===== config.mk =====
export PLATFORM = sky130hd
export DESIGN_NAME = yuv_to_rgb_pixel_converter
export DESIGN_NICKNAME = d
export VERILOG_FILES = /design/src/rtl/core/yrc_pkg.sv /design/src/rtl/core/yrc_product.sv /design/src/rtl/core/yrc_combine.sv /design/src/rtl/core/yuv_to_rgb_pixel_converter.sv
export SDC_FILE = /design/constraint.sdc
export NUM_CORES = 1
export LEC_CHECK = 0
export BUFFER_PORTS_ARGS = -buffer_cell sky130_fd_sc_hd__clkbuf_2
export CAP_MARGIN = 20
export CORE_ASPECT_RATIO = 0.5
export CORE_MARGIN = 5
export CORE_UTILIZATION = 42
export DETAILED_ROUTE_END_ITERATION = 8
export PLACE_DENSITY = 0.63
export REMOVE_ABC_BUFFERS = 1
export SYNTH_ARGS = -nofsm -noshare
export SYNTH_HDL_FRONTEND = slang
export SYNTH_SLANG_ARGS = --single-unit

===== constraint.sdc =====
create_clock -name clk -period 14.36 [get_ports clk]
set_clock_uncertainty 0.2 [all_clocks]
set_input_delay 1.436 -clock clk [delete_from_list [all_inputs] [get_ports clk]]
set_output_delay 1.436 -clock clk [all_outputs]
set_load 0.02 [all_outputs]

===== src/rtl/core/yrc_pkg.sv =====
`timescale 1ns / 1ps

package yrc_pkg;

	localparam int COEF_W = 18;
	localparam int PROD_W = 28;
	localparam int PIX_W  = 8;

	localparam logic [1:0] REG_MATRIX = 2'd0;
	localparam logic [1:0] REG_METHOD = 2'd1;

	localparam logic [1:0] MATRIX_GENERIC = 2'd0;
	localparam logic [1:0] MATRIX_BT601   = 2'd1;
	localparam logic [1:0] MATRIX_BT709   = 2'd2;

	localparam logic [1:0] METHOD_PRECISE = 2'd0;
	localparam logic [1:0] METHOD_INT     = 2'd1;
	localparam logic [1:0] METHOD_TABLE   = 2'd2;

	typedef enum logic [1:0] {
		MODE_Q16,
		MODE_S8,
		MODE_TABLE
	} mode_t;

	typedef struct packed {
		logic [COEF_W-1:0] rv;
		logic [COEF_W-1:0] gu;
		logic [COEF_W-1:0] gv;
		logic [COEF_W-1:0] bu;
	} coef_t;

	typedef struct packed {
		mode_t            mode;
		logic [1:0]       matrix;
		logic [PIX_W-1:0] luma;
		logic [PIX_W-1:0] cb;
		logic [PIX_W-1:0] cr;
	} pix_t;

	typedef struct packed {
		mode_t                    mode;
		logic [PIX_W-1:0]         luma;
		logic signed [PROD_W-1:0] pr;
		logic signed [PROD_W-1:0] pgu;
		logic signed [PROD_W-1:0] pgv;
		logic signed [PROD_W-1:0] pb;
	} prod_t;

	// The unused method code behaves as the precise method.
	function automatic mode_t mode_decode(input logic [1:0] method);
		mode_t m;
		case (method)
			METHOD_INT:   m = MODE_S8;
			METHOD_TABLE: m = MODE_TABLE;
			default:      m = MODE_Q16;
		endcase
		return m;
	endfunction

	// The unused matrix code selects the generic set.
	function automatic coef_t coef_lookup(input logic [1:0] matrix, input mode_t mode);
		coef_t c;
		if (mode == MODE_Q16) begin
			case (matrix)
				MATRIX_BT601: c = '{18'd74700, 18'd25864, 18'd38050, 18'd133176};
				MATRIX_BT709: c = '{18'd83908, 18'd14078, 18'd24942, 18'd139459};
				default:      c = '{18'd89831, 18'd22127, 18'd45744, 18'd113538};
			endcase
		end else begin
			case (matrix)
				MATRIX_BT601: c = '{18'd292, 18'd101, 18'd149, 18'd520};
				MATRIX_BT709: c = '{18'd328, 18'd55, 18'd97, 18'd545};
				default:      c = '{18'd351, 18'd86, 18'd179, 18'd444};
			endcase
		end
		return c;
	endfunction

endpackage


===== src/rtl/core/yrc_product.sv =====
`timescale 1ns / 1ps

module yrc_product (
	input  logic          clk,
	input  logic          en,
	input  yrc_pkg::pix_t pix_s1,
	output yrc_pkg::prod_t prod_s2
);
	import yrc_pkg::*;

	coef_t                    k;
	logic signed [PIX_W-1:0]  u;
	logic signed [PIX_W-1:0]  v;
	prod_t                    prod_d;

	assign k = coef_lookup(pix_s1.matrix, pix_s1.mode);

	// Removing the offset of 128 from a byte is a flip of its top bit.
	assign u = $signed({~pix_s1.cb[PIX_W-1], pix_s1.cb[PIX_W-2:0]});
	assign v = $signed({~pix_s1.cr[PIX_W-1], pix_s1.cr[PIX_W-2:0]});

	always_comb begin
		prod_d.mode = pix_s1.mode;
		prod_d.luma = pix_s1.luma;
		prod_d.pr   = $signed({1'b0, k.rv}) * v;
		prod_d.pgu  = $signed({1'b0, k.gu}) * u;
		prod_d.pgv  = $signed({1'b0, k.gv}) * v;
		prod_d.pb   = $signed({1'b0, k.bu}) * u;
	end

	always_ff @(posedge clk) begin
		if (en) begin
			prod_s2 <= prod_d;
		end
	end

endmodule


===== src/rtl/core/yrc_combine.sv =====
`timescale 1ns / 1ps

module yrc_combine (
	input  logic                      clk,
	input  logic                      en,
	input  yrc_pkg::prod_t            prod_s2,
	output logic [yrc_pkg::PIX_W-1:0] red,
	output logic [yrc_pkg::PIX_W-1:0] green,
	output logic [yrc_pkg::PIX_W-1:0] blue
);
	import yrc_pkg::*;

	logic signed [PROD_W-1:0] ys;
	logic signed [PROD_W-1:0] rs;
	logic signed [PROD_W-1:0] gs;
	logic signed [PROD_W-1:0] bs;
	logic [PIX_W-1:0]         red_s3;
	logic [PIX_W-1:0]         green_s3;
	logic [PIX_W-1:0]         blue_s3;

	// A negative sum gives zero under both truncation and floor, so only the
	// sign and the bits above the integer byte decide the clamp.
	function automatic logic [PIX_W-1:0] sat(input logic signed [PROD_W-1:0] s,
		input mode_t mode);
		logic [PIX_W-1:0] r;
		if (s[PROD_W-1]) begin
			r = '0;
		end else begin
			case (mode)
				MODE_S8:    r = (|s[PROD_W-2:16]) ? '1 : s[15:8];
				MODE_TABLE: r = (|s[PROD_W-2:8]) ? '1 : s[7:0];
				default:    r = (|s[PROD_W-2:24]) ? '1 : s[23:16];
			endcase
		end
		return r;
	endfunction

	always_comb begin
		case (prod_s2.mode)
			MODE_S8: begin
				ys = $signed({12'd0, prod_s2.luma, 8'd0});
				rs = ys + prod_s2.pr;
				gs = ys - prod_s2.pgu - prod_s2.pgv;
				bs = ys + prod_s2.pb;
			end
			MODE_TABLE: begin
				ys = $signed({20'd0, prod_s2.luma});
				rs = ys + (prod_s2.pr >>> 8);
				gs = ys - (prod_s2.pgu >>> 8) - (prod_s2.pgv >>> 8);
				bs = ys + (prod_s2.pb >>> 8);
			end
			default: begin
				ys = $signed({4'd0, prod_s2.luma, 16'd0});
				rs = ys + prod_s2.pr;
				gs = ys - prod_s2.pgu - prod_s2.pgv;
				bs = ys + prod_s2.pb;
			end
		endcase
	end

	always_ff @(posedge clk) begin
		if (en) begin
			red_s3   <= sat(rs, prod_s2.mode);
			green_s3 <= sat(gs, prod_s2.mode);
			blue_s3  <= sat(bs, prod_s2.mode);
		end
	end

	assign red   = red_s3;
	assign green = green_s3;
	assign blue  = blue_s3;

endmodule


===== src/rtl/core/yuv_to_rgb_pixel_converter.sv =====
`timescale 1ns / 1ps
// Converts one YCbCr pixel (luma, chroma_blue, chroma_red bytes) per transaction
// into clamped red, green and blue bytes.
// Input channel: in_valid / in_ready with luma, chroma_blue and chroma_red.
// Output channel: out_valid / out_ready with red, green and blue.
// Configuration channel: cfg_valid / cfg_ready with cfg_index and cfg_data.
// Index 0 selects the matrix (generic, BT.601, BT.709) and index 1 the method
// (Q16 precise, scaled sum, per-term table). cfg_ready is always high, and the
// registers must only be written while no pixel is in flight.
// The pipeline holds an input register, a product register holding the four
// coefficient products, and the result register that drives the outputs.
// Throughput is one pixel per cycle unless stalled; the four products are
// computed in parallel and the three sums and clamps share the final stage.
// When the receiver holds out_ready low with a result waiting, the whole
// pipeline stops and in_ready falls, so no transaction is lost; in_ready stays
// high while the output register is empty or being taken.
// Reset clears the pipeline valid bits and sets both registers to zero.
module yuv_to_rgb_pixel_converter (
	input  logic                      clk,
	input  logic                      arst_n,
	input  logic                      in_valid,
	output logic                      in_ready,
	input  logic [yrc_pkg::PIX_W-1:0] luma,
	input  logic [yrc_pkg::PIX_W-1:0] chroma_blue,
	input  logic [yrc_pkg::PIX_W-1:0] chroma_red,
	output logic                      out_valid,
	input  logic                      out_ready,
	output logic [yrc_pkg::PIX_W-1:0] red,
	output logic [yrc_pkg::PIX_W-1:0] green,
	output logic [yrc_pkg::PIX_W-1:0] blue,
	input  logic                      cfg_valid,
	output logic                      cfg_ready,
	input  logic [1:0]                cfg_index,
	input  logic [1:0]                cfg_data
);
	import yrc_pkg::*;

	logic   [1:0] matrix_q;
	logic   [1:0] method_q;
	logic         adv;
	logic         valid_s1;
	logic         valid_s2;
	logic         valid_s3;
	pix_t         pix_s1;
	prod_t        prod_s2;

	assign cfg_ready = 1'b1;
	assign adv       = !valid_s3 || out_ready;
	assign in_ready  = adv;
	assign out_valid = valid_s3;

	always_ff @(posedge clk or negedge arst_n) begin
		if (!arst_n) begin
			matrix_q <= MATRIX_GENERIC;
			method_q <= METHOD_PRECISE;
		end else if (cfg_valid && cfg_ready) begin
			case (cfg_index)
				REG_MATRIX: matrix_q <= cfg_data;
				REG_METHOD: method_q <= cfg_data;
				default: ;
			endcase
		end
	end

	always_ff @(posedge clk or negedge arst_n) begin
		if (!arst_n) begin
			valid_s1 <= 1'b0;
			valid_s2 <= 1'b0;
			valid_s3 <= 1'b0;
		end else if (adv) begin
			valid_s1 <= in_valid;
			valid_s2 <= valid_s1;
			valid_s3 <= valid_s2;
		end
	end

	always_ff @(posedge clk) begin
		if (adv) begin
			pix_s1.mode   <= mode_decode(method_q);
			pix_s1.matrix <= matrix_q;
			pix_s1.luma   <= luma;
			pix_s1.cb     <= chroma_blue;
			pix_s1.cr     <= chroma_red;
		end
	end

	yrc_product u_product (
		.clk     (clk),
		.en      (adv),
		.pix_s1  (pix_s1),
		.prod_s2 (prod_s2)
	);

	yrc_combine u_combine (
		.clk     (clk),
		.en      (adv),
		.prod_s2 (prod_s2),
		.red     (red),
		.green   (green),
		.blue    (blue)
	);

`ifndef NO_ASSERTIONS
	// An accepted transaction always lands in the input stage.
	a_accept_to_s1: assert property (@(posedge clk) disable iff (!arst_n)
		(in_valid && in_ready) |=> valid_s1)
		else $error("accepted pixel did not reach the input stage");

	// A stalled pipeline must neither drop nor advance a pending pixel.
	a_stall_holds_s2: assert property (@(posedge clk) disable iff (!arst_n)
		(valid_s2 && !adv) |=> valid_s2)
		else $error("pixel lost in the product stage during a stall");

	// A product stage pixel moves into the result register when the pipe advances.
	a_s2_to_out: assert property (@(posedge clk) disable iff (!arst_n)
		(valid_s2 && adv) |=> out_valid)
		else $error("product stage pixel did not reach the output");

	// The scaled sum method must decode into the scaled-by-256 datapath mode.
	a_mode_decode: assert property (@(posedge clk) disable iff (!arst_n)
		(in_valid && in_ready && method_q == METHOD_INT) |=> pix_s1.mode == MODE_S8)
		else $error("method register decoded into the wrong datapath mode");
`endif

endmodule


==> impl_results.md, run 1 <==
* Unrepaired setup endpoints after global routing: no
* Final ANT Viol Nets at 0
* Total congestion overflow at 0
* Crit path top cell by count: inv_1
* EDFF count, synth at 170
* Vias at 23,100
* TritonRoute pass-1 iters at 5
* Worst EP arrival at 8.17 ns
* Flops & latches, synth at 177
* Final setup vio count at 0
* Final period util at 56.8%
* Dominant cell type by area after synthesis: fa_1
* HPWL Detailed at 73,800 um
* Ports at 60
* 1st-iter DRT viols at 2,498
* Most frequent cells in the layout: inv_1 (629), ha_1 (394), fa_1 (335), nand2_1 (223), edfxtp_1 (170)
* Min Tclk post-route at 8.16 ns
* Worst Tran Pin Value at 0.997 ns
* Fmax at 0.123 GHz
* Maximum clock path buffer count at 2
* Post-Syn Area at 29,400 um2
* Reg clk slew, reported paths at 0.07 ns
* Post-Synthesis Cells at 3,219
* Status: completed
* First-pass GRT wire length at 137,000 um
* CTS H-tree lvls at 4
* Clock latency at the later pin of the worst-skew pair at 0.48 ns
* Port Buf Inserts at 58
* Clock sinks at 177
* Worst EP required at 14.37 ns
* Final net count at 3,978
* Most common cell after layout, fill and taps aside: inv_1
* Num CTS Buffers at 17
* Worst path max stage delay at 0.62 ns
* Clock root buffer master: clkbuf_16
* Antenna violations before repair at 2
* Ys flop type: edfxtp_1
* GRT Total Usage at 23.7%
* Count of distinct cell types in the synthesized netlist at 94
* Die Area at 75,600 um2
* Relative max-transition margin at 33.4%
* Final Max Tran Viols at 0
* Register area share after synthesis at 18.0%
* # resized after CTS at 0
* Final hold vios at 0
* Syn avg cell area at 9.12 um2
* Vias per cell at 5.54
* CP endpoint kind: flop
* Vias in the first global route at 22,900
* Layout cells sized above 1 at 5.30%
* CP Class: flop to flop
* CP startpoint kind: flop
* Asr flop ratio synth at 3.95%
* Post-CTS Repair Setup Buffers at 0
* Routed wire per std cell at 21.3 um
* Std cell rows at 68
* Cts hold-fix bufs at 0
* Die width at 384 um
* Worst path slowest cell: or4b_2
* Max-cap viol count at 0
* Core area at 69,100 um2
* Final wirelength at 89,000 um
* Pin count of the biggest net entering global routing at 76
* Worst R2R Setup Slack at 6.20 ns
* Synthesis-to-finish area growth at 6.21%
* Initial Util at 42.5%
* RePlAce Congestion at 0.987
* CP Max Fanout at 56
* Top cells by area, synth: fa_1 (23%), edfxtp_1 (17%), ha_1 (17%), inv_1 (8.0%), xnor2_1 (3.4%)
* DRC Markers at 0
* Top-area cell type share of the netlist area at 22.8%
* CTS tree: yes
* Total negative slack at 0 ns
* Die height at 197 um
* YS warnings at 0
* Worst hold path class: flop to flop
critical path, delay by kind of cell, from the launching register on:
family,cells,cell delay (ns)
fa+ha+maj,6,2.40
compound gates,4,1.21
flops,1,0.43
xor+xnor,1,0.16
buf+inv,7,1.46
simple gates,9,2.07
cell families (layout without fill, tap and decap cells):
family | after synthesis | in the layout | share of synthesized area (%)
adder cells (fa/ha/maj) | 730 | 730 | 39.7
AO/OA/AOI/OAI | 582 | 582 | 13.3
multiplexers | 14 | 14 | 0.507
XOR/XNOR | 163 | 163 | 4.86
other | 1 | 3 | 0.0128
AND/OR/NAND/NOR | 823 | 823 | 14.2
buffers and inverters | 729 | 738 | 9.40
flip-flops | 177 | 177 | 18.0
sequential cells by signal, indices dropped and copies added, names as in the netlist:
| signal | cells |
|---|---|
| u_product.prod_s2 | 118 |
| pix_s1 | 28 |
| u_combine.blue | 8 |
| u_combine.green | 8 |
| u_combine.red | 8 |
| matrix_q | 2 |
| method_q | 2 |
| out_valid | 1 |
| valid_s1 | 1 |
| valid_s2 | 1 |
layout make-up:
class | count | area (um2)
Clock buffer | 18 | 429
Multi-Input combinational cell | 2313 | 21300
Fill cell | 6752 | 37900
Tap cell | 945 | 1180
Timing Repair Buffer | 75 | 418
Clock inverter | 14 | 163
Sequential cell | 177 | 5280
Antenna cell | 2 | 5.00
Inverter | 631 | 2370
metrics by stage:
stage	hold slack, ns	setup slack (ns)	utilization (%)	instance area [um2]	instances
finish	0.222	6.20	45.1	31200	4175
detailed placement	0.205	6.27	44.3	30600	4141
floorplan	0.200	5.74	-	29000	3121
CTS	0.222	6.27	45.1	31200	4173
global route	0.227	5.76	45.1	31200	4173
global placement	0.202	6.43	44.3	30600	4141
metal layers:
layer  vias up  GRT usage (%)  share of wire (%)
met4         0           5.40                2.0
met3        97           7.41                 11
met1     11300           36.5                 48
li1      10700              -                  -
met2      1007           32.1                 39
met5         -              0                  0
path summary, 6_finish.rpt:
check                                 from                endpoint  depth (start not counted)
worst min register to register  pix_s1[17]  u_product.prod_s2[113]                          0
max in group asynchronous           arst_n             method_q[1]                          1
worst max register to register  pix_s1[27]  u_product.prod_s2[109]                         27
worst min-delay path            pix_s1[17]  u_product.prod_s2[113]                          0
worst max-delay path            pix_s1[27]  u_product.prod_s2[109]                         27
min in group asynchronous           arst_n             matrix_q[0]                          1
cells in the mapped netlist (50+ instances only):
library cell,number
inv_1,629
edfxtp_1,170
and2_1,101
nand2_1,223
ha_1,395
a21oi_1,142
nor2_1,151
clkbuf_1,79
xnor2_1,113
o21ai_0,112
nor2b_1,53
nor3_1,55
xor2_1,50
fa_1,335
Power of run 1 is not shown: default switching activity piles up to over one toggle a cycle in this logic, so the estimate is an artifact.
==> run 2, diff against run 1 <==
==> constraint.sdc (replaced) <==
create_clock -name clk -period 8.4 [get_ports clk]
set_clock_uncertainty 0.2 [all_clocks]
set_input_delay 0.84 -clock clk [delete_from_list [all_inputs] [get_ports clk]]
set_output_delay 0.84 -clock clk [all_outputs]
set_load 0.02 [all_outputs]
==> run 2 against run 1 <==
  * Die area unchanged
  * Setup slack worse by 5.3 ns
  * Sequential share of layout area about the same
  * Hold slack improved by 0.00055 ns
  * Critical endpoint is now u_product.prod_s2[82]
==> impl_results.md, run 2 (synthesized netlist as in run 1, its figures left out) <==
* Number of flip-flops in the largest register at 118 (unchanged)
* Routed wire per std cell at 22.0 um (+3.0%)
* HPWL Detailed at 76,300 um (+3.5%)
* Total congestion overflow at 0 (unchanged)
* Final period util at 89.7% (+33 points)
* CTS tree: yes
* Post-layout util at 45.1% (about the same)
* Die height at 197 um (unchanged)
* 1st-iter DRT viols at 2,166 (-13%)
* Most frequent cells in the layout: inv_1 (629), ha_1 (394), fa_1 (335), nand2_1 (223), edfxtp_1 (170)
* Vias per cell at 5.56 (+0.33%)
* Min Tclk post-route at 7.54 ns (-0.624 ns)
* Ports at 60 (unchanged)
* CP endpoint kind: flop
* Worst EP arrival at 7.56 ns (-0.61 ns)
* Largest registers: u_product.prod_s2 (118), pix_s1 (28)
* Max-cap viol count at 0 (unchanged)
* Worst EP required at 8.42 ns (-5.95 ns)
* Worst Tran Pin Value at 1.06 ns (+0.0591 ns)
* Unrepaired setup endpoints after global routing: no
* TritonRoute pass-1 iters at 5 (unchanged)
* Num CTS Buffers at 17 (unchanged)
* Vias at 23,200 (+0.30%)
* Pin count of the biggest net entering global routing at 157 (+110%)
* Die width at 384 um (unchanged)
* Non-filler cells in the finished layout at 4,174 (-0.024%)
* CTS H-tree lvls at 4 (unchanged)
* Final ANT Viol Nets at 0 (unchanged)
* Antenna violations before repair at 4 (+2)
* Initial Util at 42.5% (unchanged)
* Reg clk slew, reported paths at 0.08 ns (about the same)
* Final wirelength at 91,700 um (+3.0%)
* DRC Markers at 0 (unchanged)
* Layout cells sized above 1 at 5.36% (+0.060 points)
* Vias in the first global route at 23,000 (+0.55%)
* First-pass GRT wire length at 140,000 um (+2.6%)
* Core area at 69,100 um2 (unchanged)
* Final net count at 3,979 (+0.025%)
* Die Area at 75,600 um2 (unchanged)
* RePlAce Congestion at 0.994 (+0.73%)
* Post-CTS Repair Setup Buffers at 0 (unchanged)
* Port Buf Inserts at 58 (unchanged)
* Synthesis-to-finish area growth at 6.25% (about the same)
* Final hold vios at 0 (unchanged)
* DP Cell Count at 4,141 (unchanged)
* Most common cell after layout, fill and taps aside: inv_1
* Final Max Tran Viols at 0 (unchanged)
* Clock root buffer master: clkbuf_16
* Maximum clock path buffer count at 2 (unchanged)
* Std cell rows at 68 (unchanged)
* GRT Total Usage at 24.4% (+0.73 points)
* Largest Register: u_product.prod_s2
* Final setup vio count at 0 (unchanged)
* Clock sinks at 177 (unchanged)
* CP Max Fanout at 27 (-52%)
* CP Class: flop to flop
* Fmax at 0.133 GHz (+8.3%)
* Status: completed
* Number of inserted diodes at 0 (-2)
* CP startpoint kind: flop
* Worst hold path class: flop to flop
* Relative max-transition margin at 29.4% (-4.0 points)
* Clock latency at the later pin of the worst-skew pair at 0.49 ns (about the same)
==> run 2: changes by cell type in the layout (fill, tap and decap cells not counted), sizes merged <==
cell	before	now
clkinv	7	8
dlygate4sd3	0	1
clkbuf	76	75
diode	2	0
bufinv	1	0
inv	636	637
==> run 2: through the flow <==
stage | setup TNS [ns] | hold WS, ns | area, um2 | setup slack [ns]
final | 0 | 0.223 | 31200 | 0.863
after floorplan | -0.234 | 0.200 | 29000 | -0.221
after CTS | 0 | 0.226 | 31200 | 0.930
after global routing | 0 | 0.231 | 31200 | 0.386
after global placement | 0 | 0.202 | 30600 | 1.13
after detailed placement | 0 | 0.208 | 30600 | 0.980
==> run 2: cell type report <==
cell class,count,area (um2)
clock buffers,17,425
clock inverters,15,161
multi-input cells,2313,21300
flip-flops and latches,177,5280
repair buffers,76,440
fillers,6747,37900
inverters,631,2370
well taps,945,1180
==> run 2: critical path: stages, from the launching register on <==
cell	delay, ns
edfxtp_1	0.45
inv_1	0.11
ha_1	0.81
nand2_1	0.17
o21ai_0	0.45
and2_1	0.27
fa_1	0.40
ha_1	0.29
inv_1	0.05
fa_1	0.44
fa_1	0.49
inv_1	0.04
ha_1	0.31
nor2b_1	0.14
o21ai_0	0.21
a21boi_0	0.17
o21a_1	0.22
o211a_1	0.22
o21ai_0	0.21
a21oi_1	0.29
a211o_1	0.39
a2111oi_0	0.59
o41ai_1	0.18
xnor2_1	0.15
==> run 2: final timing paths <==
kind / to / slack, ns / start / depth (start not counted)
worst max-delay path: u_product.prod_s2[82] / 0.86 / pix_s1[24] / 23
max in group asynchronous: method_q[0] / 7.33 / arst_n / 2
worst min-delay path: u_product.prod_s2[112] / 0.22 / pix_s1[16] / 0
worst max register to register: u_product.prod_s2[82] / 0.86 / pix_s1[24] / 23
worst min register to register: u_product.prod_s2[112] / 0.22 / pix_s1[16] / 0
min in group asynchronous: matrix_q[0] / 0.50 / arst_n / 2
==> run 2: timing repair <==
item / CTS / global route
resized for setup: 0 / 0
endpoints found under the hold margin: 7 / 0
hold buffers: 1 / 0
==> run 2: routing by layer <==
layer	up-vias	wire, um	GRT usage [%]
li1	10700	-	-
met1	11300	43500	37.1
met2	1004	35000	32.8
met3	133	10700	8.08
met4	4	2560	6.72
met5	-	14	0
Power of run 2 is left out for the same reason.
==> run 3, diff against run 2 <==
==> constraint.sdc (replaced) <==
create_clock -name clk -period 8.4 [get_ports clk]
set_clock_uncertainty 0.2 [all_clocks]
set_input_delay 0.84 -clock clk [delete_from_list [all_inputs] [get_ports clk]]
set_output_delay 0.84 -clock clk [all_outputs]
set_load 0.1 [all_outputs]
==> run 3 against run 2 <==
  * Register-to-register slack improved by 0.06 ns
  * Setup slack better by 0.060 ns
  * Critical path depth rose by 1
  * Cell count unchanged
==> impl_results.md, run 3 (synthesized netlist as in run 1, its figures left out) <==
* Status: completed
* Total negative slack at 0 ns (unchanged)
* Port Buf Inserts at 58 (unchanged)
* Clock sinks at 177 (unchanged)
* Most common cell after layout, fill and taps aside: inv_1
* Routed wire per std cell at 21.9 um (about the same)
* Worst hold path class: flop to flop
* CP startpoint kind: flop
* Sequential cell area at 5280 um2 (unchanged)
* Maximum clock path buffer count at 2 (unchanged)
* HPWL Detailed at 76,300 um (about the same)
* Cells on worst reg2reg path at 24 (+4.3%)
* Clock latency at the later pin of the worst-skew pair at 0.49 ns (about the same)
* Die Area at 75,600 um2 (unchanged)
* Vias at 23,100 (-0.21%)
* Vias per cell at 5.55 (-0.21%)
* Final ANT Viol Nets at 0 (unchanged)
* Multi-input gate area at 21,300 um2 (unchanged)
* Worst EP arrival at 7.50 ns (-0.06 ns)
* Reg clk slew, reported paths at 0.09 ns (about the same)
* Vias in the first global route at 22,800 (-0.79%)
* Layout cells sized above 1 at 5.36% (unchanged)
* Worst EP required at 8.42 ns (about the same)
* CP endpoint kind: flop
* Initial Util at 42.5% (unchanged)
* Worst path max stage delay at 0.57 ns (-0.24 ns)
* Final net count at 3,979 (unchanged)
* Largest Register: u_product.prod_s2
* Core area at 69,100 um2 (unchanged)
* RR Startpoint: pix_s1[27]
* Final setup vio count at 0 (unchanged)
* Final hold vios at 0 (unchanged)
* First-pass GRT wire length at 141,000 um (+0.41%)
* Num CTS Buffers at 17 (unchanged)
* Unrepaired setup endpoints after global routing: no
* Std cell rows at 68 (unchanged)
* Clock root buffer master: clkbuf_16
* Antenna violations before repair at 5 (+1)
* Fillcell total at 6,746 (-0.015%)
* GRT Total Usage at 24.5% (+0.026 points)
* TritonRoute pass-1 iters at 5 (unchanged)
* Max-cap viol count at 0 (unchanged)
* CP Max Fanout at 54 (+100%)
* CTS H-tree lvls at 4 (unchanged)
* Ports at 60 (unchanged)
* Worst slack, placed at 1.09 ns (+0.114 ns)
* Synthesis-to-finish area growth at 6.39%
* Pin count of the biggest net entering global routing at 160 (+1.9%)
* CTS tree: yes
* Number of inserted diodes at 0 (unchanged)
* Min Tclk post-route at 7.48 ns (-0.0600 ns)
* Die width at 384 um (unchanged)
* Fmax at 0.134 GHz (+0.80%)
* Crit path top cell by count: inv_1
* Final Max Tran Viols at 0 (unchanged)
* Worst path slowest cell: a2111oi_0
* Worst Tran Pin Value at 1.08 ns (+0.0249 ns)
* Post-layout util at 45.2% (+0.060 points)
* Die height at 197 um (unchanged)
* CP startpoint: pix_s1[27]
* CP Class: flop to flop
* Number of flip-flops in the largest register at 118 (unchanged)
* Worst setup margin at 0.923 ns (+0.0600 ns)
* # resized after CTS at 0 (unchanged)
* DRC Markers at 0 (unchanged)
* 1st-iter DRT viols at 2,290 (+5.7%)
* Worst path cell trace: nor2_4 > buf_4 > ha_1 > nor2_1 > xnor2_1 > ha_1 > inv_1 > fa_1 > inv_1 > fa_1 > inv_1 > fa_1 > inv_1 > ha_1 > o21ai_0 > a21boi_0 > o21a_1 > o211a_1 > o21ai_0 > a21oi_1 > a211o_1 > a2111oi_0 > o41ai_1 > xnor2_1
* R2r endpoint: u_product.prod_s2[82]
* RePlAce Congestion at 0.994 (about the same)
* Relative max-transition margin at 27.9% (-1.5 points)
* Largest registers: u_product.prod_s2 (118), pix_s1 (28)
* Worst setup endpoint: u_product.prod_s2[82]
* Final period util at 89.0% (-0.71 points)
* Worst R2R Setup Slack at 0.92 ns (+0.06 ns)
* Final wirelength at 91,600 um (about the same)
* Total congestion overflow at 0 (unchanged)
* Most frequent cells in the layout: inv_1 (629), ha_1 (394), fa_1 (335), nand2_1 (223), edfxtp_1 (170)
run 3: cell types whose count changed in the layout (fill, tap and decap cells not counted):
cell | before | now
clkinvlp_4 | 1 | 0
inv_12 | 1 | 2
inv_6 | 2 | 4
clkinv_8 | 2 | 3
clkinv_2 | 1 | 0
bufinv_16 | 0 | 1
clkinv_4 | 3 | 0
run 3: per-layer routing:
layer / part of all wire, % / vias to the layer above / routed length (um) / GRT usage, %
met5: 0 / - / 0 / 0
met4: 2.3 / 0 / 2150 / 6.05
met3: 11 / 103 / 9780 / 6.47
met2: 38 / 994 / 35200 / 33.1
met1: 49 / 11300 / 44500 / 38.3
li1: - / 10700 / - / -
run 3: what timing repair did:
action | in CTS | in global routing
buffers inserted | 0 | 0
hold endpoints to repair | 7 | 0
hold buffers | 1 | 0
run 3: layout make-up:
class	instances	share of cell area [%]
Sequential cell	177	16.9
Timing Repair Buffer	76	1.41
Inverter	631	7.58
Clock buffer	17	1.36
Tap cell	945	3.79
Multi-Input combinational cell	2313	68.3
Clock inverter	15	0.649
run 3: stage by stage:
stage | hold slack (ns) | cell area [um2] | instances
final | 0.212 | 31200 | 4174
after global routing | 0.236 | 31200 | 4174
after CTS | 0.212 | 31200 | 4174
after detailed placement | 0.208 | 30600 | 4141
after global placement | 0.202 | 30600 | 4141
after floorplan | 0.200 | 29000 | 3121
run 3: worst min path at each step:
stage | end | startpoint | depth (start not counted) | slack [ns]
after floorplan | u_product.prod_s2[112] | pix_s1[16] | 0 | 0.20
after global placement | u_product.prod_s2[114] | pix_s1[18] | 0 | 0.20
after detailed placement | u_product.prod_s2[114] | pix_s1[18] | 0 | 0.21
after CTS | u_product.prod_s2[118] | pix_s1[22] | 0 | 0.21
after global routing | u_product.prod_s2[115] | pix_s1[19] | 0 | 0.24
final | u_product.prod_s2[118] | pix_s1[22] | 0 | 0.21
run 3: worst max-delay path: cells and delay by family, from the launching register on:
family                   cells  cell delay [ns]
AND/OR/NAND/NOR              2             0.67
AO/OA/AOI/OAI                9             2.35
flip-flops                   1             0.44
buffers and inverters        5             0.67
XOR/XNOR                     2             0.31
adder cells (fa/ha/maj)      6             2.54
Power of run 3 is left out for the same reason.
